`src/hdl/ctm_pkg.sv`:
```
// Shared types, constants and helpers for the concave table ternary maximum block.
// No dependencies; every other file imports this package.
package ctm_pkg;

	localparam int IDX_W           = 11;
	localparam int VAL_W           = 32;
	localparam int RES_W           = 64;
	localparam int PROD_W          = VAL_W + IDX_W + 1;
	localparam int TABLE_DEPTH_DEF = 1024;
	localparam int SCAN_SPAN       = 4;
	localparam int DIV3_MUL        = 43691;
	localparam int DIV3_SHIFT      = 17;
	localparam int DIV3_PW         = IDX_W + 2 + DIV3_SHIFT;

	typedef enum logic [0:0] {
		OP_LOAD  = 1'b0,
		OP_QUERY = 1'b1
	} op_t;

	typedef struct packed {
		logic             en;
		logic [IDX_W-1:0] idx;
		logic [VAL_W-1:0] data;
	} tbl_wr_t;

	// floor(x / 3) by reciprocal multiply; exact while the quotient fits IDX_W bits (x below 6144)
	function automatic logic [IDX_W-1:0] div3(input logic [IDX_W+1:0] x);
		logic [DIV3_PW-1:0] p;
		p = DIV3_PW'(x) * DIV3_PW'(DIV3_MUL);
		return p[DIV3_SHIFT +: IDX_W];
	endfunction

endpackage

```
`src/hdl/ctm_term.sv`:
```
// Shared term unit: f(i) - a*i - b, product registered, subtract on the next cycle.
// Depends on ctm_pkg; the sample arrives from the registered table read.
module ctm_term import ctm_pkg::*; (
	input  logic                    clk,
	input  logic [IDX_W-1:0]        idx,
	input  logic signed [VAL_W-1:0] slope,
	input  logic signed [VAL_W-1:0] offset,
	input  logic signed [VAL_W-1:0] sample,
	output logic signed [RES_W-1:0] term
);
	logic signed [PROD_W-1:0] prod_s1;

	always_ff @(posedge clk) begin
		prod_s1 <= PROD_W'(slope) * PROD_W'($signed({1'b0, idx}));
	end

	assign term = RES_W'(sample) - RES_W'(prod_s1) - RES_W'(offset);
endmodule

```
`config.mk`:
```
export PLATFORM = sky130hd
export DESIGN_NAME = ctm_term
export DESIGN_NICKNAME = d
export VERILOG_FILES = /design/src/hdl/ctm_pkg.sv /design/src/hdl/ctm_term.sv
export SDC_FILE = /design/constraint.sdc
export NUM_CORES = 1
export LEC_CHECK = 0
export BUFFER_PORTS_ARGS = -buffer_cell sky130_fd_sc_hd__buf_2
export CAP_MARGIN = 10
export CORE_MARGIN = 2
export CORE_UTILIZATION = 39
export DETAILED_ROUTE_END_ITERATION = 6
export PLACE_DENSITY = 0.63
export SLEW_MARGIN = 40
export SYNTH_ARGS = -nofsm -noshare
export SYNTH_HDL_FRONTEND = slang
export SYNTH_SLANG_ARGS = --single-unit
```
`constraint.sdc`:
```
create_clock -name clk -period 8.3 [get_ports clk]
set_input_delay 1.66 -clock clk [delete_from_list [all_inputs] [get_ports clk]]
set_output_delay 1.66 -clock clk [all_outputs]
set_load 0.005 [all_outputs]
```
==> results.toml <==
[sta]
max_freq_ghz = 0.1365
hold_viol = 0
tightest_slew_ns = 0.7583
fin_crit_ns = 7.327
finalCritPeriodShare_pct = 88.28
slew_headroom_pct = 49.45
setup_viol = 0
rsz0062_at_grt = "no"
slew_viol_final = 0
tns_ns = 0

[synthesis]
synth_edf_count = 0
synth.distinct_cells = 61
synth-seq-area-share_pct = 5.292
synthCells = 1959
synth_area_leader_cell = "fa_1"
synth_nets = 2557
ys_warn_count = 0
synthTopCellsByArea = "fa_1 (42%), ha_1 (11%), inv_1 (10%), nand2_1 (7.0%), dfxtp_1 (5.3%)"
synth_flop_cell = "dfxtp_1"
syn_area_sq_um = 16640
ys_ff_latch = 44
post-synth-top-area-fraction_pct = 41.98
async_reset_ff_share_pct = 0
postSynthAreaPerCell_sq_um = 8.497

[route]
drc_errors = 0
drt_first_pass_iters = 5
via_count = 12750
routed_wl_um = 41330
wl_per_cell_um = 16.03
drt_iter0_drc = 738
drtAntennaViolNets = 0
vias_per_cell = 4.944

[cts]
cts.sinks = 44
cts_hold_buf = 0
cts_root_buf = "clkbuf_16"
numCtsBuffers = 5
cts_tree = "built"
clkTransAtPathRegs_ns = 0.06
cts_resized = 0
clockBufferDepth = 2
htree_levels = 2
post_cts_buffers = 0

[worst_setup_path]
cp.required_ns = 6.64
path_delay_family = "compound AO/OA/AOI/OAI gates"
cp.buffers_inverters = 4
cp_slowest_cell = "fa_1"
cp-start-kind = "input port"
crit_fanout = 4
end_kind = "primary output"
crit_type = "in -> out"
cpPeakStageDelay_ns = 0.56
crit_arrival_ns = 5.67
crit_chain = "buf_2 > inv_1 > fa_1 > inv_1 > ha_1 > or2_2 > fa_1 > a21oi_1 > o21ai_1 > o31ai_2 > o21ai_2 > a211o_1 > a31o_2 > a311oi_4 > o21ai_2 > xor2_1 > buf_2"

[hold_path]
hold_class = "in -> reg"

[final_layout]
largest_registers = "prod_s1 x44"
final_common_cell = "inv_1"
nFillCells = 4193
multi_input_area_sq_um = 13570
layout-drive-gt1-share_pct = 9.755
fin_nets = 2637
area_delta_synth_final_pct = 7.562
mostFrequentLayoutCells = "inv_1 (465), fa_1 (349), nand2_1 (311)"
largest_reg_flops = 44
n_antenna_cell = 0
register_area_sq_um = 880.8
top_register = "prod_s1"

[grt]
antenna_found_initial = 0
grt_usage_pct = 19.38
grt-ovfl-total = 0
grt_max_degree = 33
grt_first_pass_wirelength_um = 69750
grt_pass1_vias = 13740

[floorplan]
coreArea_sq_um = 42040
die_w_um = 210.6
die_h_um = 210.6
io_pins = 172
die-area_sq_um = 44350
rows = 75
start_util_pct = 39.59

[place]
hpwl_um = 34960
place_congestion = 0.8846
port_buffers = 171

[run]
drv_cap = 0

[status]
status = "finished clean"
==> stage by stage <==
step	setup slack [ns]	instances	utilization, %	instance area (sq um)	hold WS, ns
2_1_floorplan	1.075	1959	-	16640	1.782
3_3_place_gp	0.9161	2571	42.22	17750	2.087
3_5_place_dp	0.8844	2571	42.22	17750	2.073
4_1_cts	0.9741	2579	42.59	17900	1.770
5_1_grt	0.7519	2579	42.59	17900	1.791
6_report	0.9729	2579	42.59	17900	1.783
==> area by class of cell <==
cell class                 instances  share of cell area (%)
clock buffer                       6                  0.7757
tap                              539                   3.767
sequential                        44                   4.920
inverter                         465                   9.749
timing repair buffer             174                   4.906
multi-input combinational       1349                   75.80
clock inverter                     2                 0.08386
==> cell usage after synthesis, drive strengths merged (2+ instances only) <==
cell     number
fa          349
nor4          3
nand4        12
ha          141
nand3b        4
buf          19
a21boi        2
a211o         4
a211oi       12
o21ai        46
or2           3
inv         465
dfxtp        44
a221oi        2
a21o         51
clkbuf       82
xor2         28
a31oi        10
o21a          5
nand3        18
o211ai        2
nor2         36
nor3          5
and2         92
and4          4
or3           6
o21bai       17
nand2       311
a21oi        80
xnor2        57
a41oi         2
a31o          3
nor2b         6
o2111ai       3
and3          3
nand2b        8
o41ai         3
o31ai         5
==> routing by layer <==
| layer | vias to the layer above | GRT usage (%) | share of wire (%) |
|---|---|---|---|
| li1 | 6051 | - | - |
| met1 | 6296 | 28.46 | 49 |
| met2 | 365 | 31.11 | 44 |
| met3 | 38 | 2.145 | 5.6 |
| met4 | 0 | 3.691 | 1.4 |
| met5 | - | 0 | 0 |
==> final timing paths <==
path | end | slack [ns] | from | cells past startpoint
worst max-delay path | term[42] | 0.97 | offset[0] | 17
worst min-delay path | prod_s1[0]$_DFF_P_ | 1.78 | slope[0] | 2
==> kinds of logic (layout without fill, tap and decap cells) <==
group	count (synthesis)	in the layout	synth area share (%)
flops	44	44	5.292
fa+ha+maj	490	490	52.57
xor+xnor	85	85	4.473
simple gates	516	516	14.21
buf+inv	566	647	13.18
compound gates	258	258	10.28
Power is left out: the tool's default activity adds up to more than one toggle a clock period on the data nets, which glitch-free logic cannot reach.
